--- config.mk ---
export PLATFORM = sky130hd
export DESIGN_NAME = cci_ram
export DESIGN_NICKNAME = d
export VERILOG_FILES = /design/src/hdl/cci_ram.sv
export SDC_FILE = /design/constraint.sdc
export NUM_CORES = 1
export LEC_CHECK = 0
export BUFFER_PORTS_ARGS = -buffer_cell sky130_fd_sc_hd__buf_2
export CAP_MARGIN = 20
export CORE_UTILIZATION = 55
export DETAILED_ROUTE_END_ITERATION = 12
export GPL_TIMING_DRIVEN = 0
export HOLD_SLACK_MARGIN = 0.15
export PLACE_DENSITY = 0.72
export SLEW_MARGIN = 0
export SYNTH_ARGS = -nofsm -noshare
export SYNTH_HDL_FRONTEND = slang
export SYNTH_SLANG_ARGS = --single-unit
export TNS_END_PERCENT = 100
--- constraint.sdc ---
create_clock -name clk -period 2.9 [get_ports clk]
set_input_delay 0 -clock clk [delete_from_list [all_inputs] [get_ports clk]]
set_output_delay 0 -clock clk [all_outputs]
set_load 0.05 [all_outputs]
--- src/hdl/cci_ram.sv ---
module cci_ram #(
  parameter int Width = 8,
  parameter int Depth = 32
) (
  input  logic                     clk,
  input  logic                     we,
  input  logic [$clog2(Depth)-1:0] waddr,
  input  logic [Width-1:0]         wdata,
  input  logic [$clog2(Depth)-1:0] raddr,
  output logic [Width-1:0]         rdata
);

  logic [Width-1:0] mem [Depth];

  always_ff @(posedge clk) begin
    if (we) begin
      mem[waddr] <= wdata;
    end
    rdata <= mem[raddr];
  end

endmodule

==> flow_summary.toml <==
[status]
run_status = "finished clean"

[routing]
viasPerCell = 6.24
wire_per_inst_um = 26.4
ant_nets = 0
dr.pass1.iters = 5
vias = 4515
drc = 0
routed_wl_um = 19100
drtIter0Drc = 438

[sta]
timing.final.crit_share_pct = 66.8
finalMaxSlewViolations = 0
finalCriticalPeriod_ns = 1.94
setup_viol = 0
holdWs_ns = 0.184
rsz0062_at_grt = "no"
setup_tns_ns = 0
worst_slew_pin_slew_ns = 0.819
relSlewSlack_pct = 45.2
hold_viol = 0
fmax_mhz = 516
finalClockSkew_ns = 0.00881

[worst_setup_path]
crit_slowest_cell = "buf_1"
r2r_cells = 3
r2r_start = "mem[20][3]$_DFFE_PP_"
startpoint_type = "input port"
critPathRequiredTime_ns = 3.30
slowest_delay_ns = 0.64
cp_top_family = "multiplexers"
critical_path_class = "in2reg"
critPathArrivalTime_ns = 2.34
crit_fanout = 10
crit_top_cell = "mux4_2"
r2r_slack_ns = 1.06
crit_buf_inv = 2
cp_cell_sequence = "clkbuf_1 > buf_1 > mux4_2 > mux4_2 > mux2_2"
critPathCaptureType = "flip-flop"
r2r_end = "rdata[3]$_DFF_P_"

[grt]
grt_max_degree = 33
grt_pass1_wl_um = 28400
antenna_found_initial = 0
overflow = 0
grt_pass1_vias = 4504
grtUsageTotal_pct = 21.7

[clock_tree]
hold_buffers = 10
cts_max_path_buffers = 3
clockRootBuffer = "clkbuf_16"
cts_buffers = 25
cts.sink_count = 264
cts_tree = "built"
htreeDepth = 1
cts_setup_buffers = 0
clk_latency_ns = 0.52
cts.clk_slew.worst_paths_ns = 0.06
cts_resized = 0

[pwr]
power_density_nw_per_um2 = 690
power.leakage_uw = 0.00354
power.total_uw = 7820
ir_drop_uv = 524

[finish]
fillers = 1169
seq_area_um2 = 7850
utilization_pct = 63.1
multi_input_area_um2 = 2100
post_layout_nonfiller_instances = 724
area_delta_synth_final_pct = 12.8
nNetsFinal = 496
antenna_cells = 0
layout-drive-gt1-share_pct = 32.3

[logic_synthesis]
synth_cell_types = 15
avgSynthCellArea_um2 = 24.1
yosys-top-cells-area = "edfxtp_1 (76%), mux4_2 (18%), dfxtp_1 (1.6%)"
synth_edf_count = 256
synth_ff_type = "edfxtp_1"
synthArstFlopShare_pct = 0
ys_top_cells_by_count = "edfxtp_1 (256), mux4_2 (80), nor2_1 (33)"
synthCells = 417
synth_fp_nets = 437
yosysTopAreaCell = "edfxtp_1"
yosys_warnings = 0
yosysTopAreaCellShare_pct = 76.5
syn_area_um2 = 10100
ys_seq_area_share_pct = 78.1
ys_ff_latch = 264
synth_most_common_cell = "edfxtp_1"

[floorplanning]
core_um2 = 18000
ios = 28
die_w_um = 137
initial_core_util_pct = 56.0
fp-row-count = 49
dieArea_um2 = 18800
fp.dieH_um = 137

[placed_design]
portBuffers = 22
placed_cells = 668
hpwl_um = 12200
gp_congestion = 0.791

[hold_path]
hold_path.class = "in2reg"
hold_end = "mem[31][5]$_DFFE_PP_"
worstHoldStart = "waddr[3]"
hold_depth = 3

[flow_run]
maxCapViolCount = 0
==> worst max-delay path by stage <==
stage / startpoint / to / cells past startpoint
3_3_place_gp: raddr[2] / rdata[0]$_DFF_P_ / 5
2_1_floorplan: raddr[2] / rdata[0]$_DFF_P_ / 5
4_1_cts: raddr[2] / rdata[3]$_DFF_P_ / 5
3_5_place_dp: raddr[2] / rdata[0]$_DFF_P_ / 5
6_report: raddr[2] / rdata[3]$_DFF_P_ / 5
5_1_grt: raddr[2] / rdata[0]$_DFF_P_ / 5
==> power by group <==
group          total [µW]  internal (µW)  switching, µW
clock                3110           1740           1370
sequential           4250           4240           13.1
combinational         460            182            278
==> cell usage in the layout, fill, tap and decap left out <==
| cell | instances |
|---|---|
| buf_1 | 6 |
| clkinv_2 | 4 |
| inv_4 | 3 |
| clkbuf_1 | 13 |
| clkinv_4 | 3 |
| nand2_1 | 1 |
| edfxtp_1 | 256 |
| dlygate4sd3_1 | 10 |
| nand3_1 | 2 |
| mux2_2 | 8 |
| nor2_1 | 33 |
| buf_6 | 1 |
| mux4_2 | 80 |
| clkbuf_8 | 1 |
| buf_4 | 6 |
| or3_1 | 1 |
| dfxtp_1 | 8 |
| nand3b_1 | 5 |
| inv_6 | 1 |
| or3b_2 | 3 |
| clkbuf_16 | 27 |
| buf_2 | 23 |
==> logic make-up after synthesis <==
| family | synth area share (%) |
|---|---|
| simple gates | 2.07 |
| flops | 78.1 |
| buf+inv | 1.06 |
| mux | 18.8 |
==> metal layers <==
| metal | vias up | GRT usage (%) | routed length (µm) |
|---|---|---|---|
| li1 | 1893 | - | - |
| met1 | 2436 | 33.1 | 8270 |
| met2 | 158 | 32.9 | 9040 |
| met3 | 28 | 4.12 | 1410 |
| met4 | 0 | 5.25 | 374 |
| met5 | - | 0 | 0 |
==> registers in the layout, summed over array words and instances, names as in the netlist <==
register,count
rdata,8
mem,256
==> metrics by stage <==
step / setup WS, ns / area, µm²
after floorplan: 1.10 / 10100
after global placement: 0.445 / 10500
after detailed placement: 0.422 / 10500
after CTS: 0.964 / 11300
after global routing: 0.897 / 11300
final: 0.963 / 11300
==> cell type report <==
| type | count | area share, % |
|---|---|---|
| Tap cell | 229 | 2.53 |
| Sequential cell | 264 | 69.2 |
| Timing Repair Buffer | 32 | 1.85 |
| Clock inverter | 11 | 0.651 |
| Clock buffer | 35 | 6.31 |
| Buffer | 20 | 0.938 |
| Multi-Input combinational cell | 133 | 18.5 |
==> worst register-to-register path: stages, from the launching register on <==
cell and delay, ns:
edfxtp_1 0.37, mux4_2 0.52, mux4_2 0.54, mux2_2 0.30
Power figures use the tool's default switching activity.
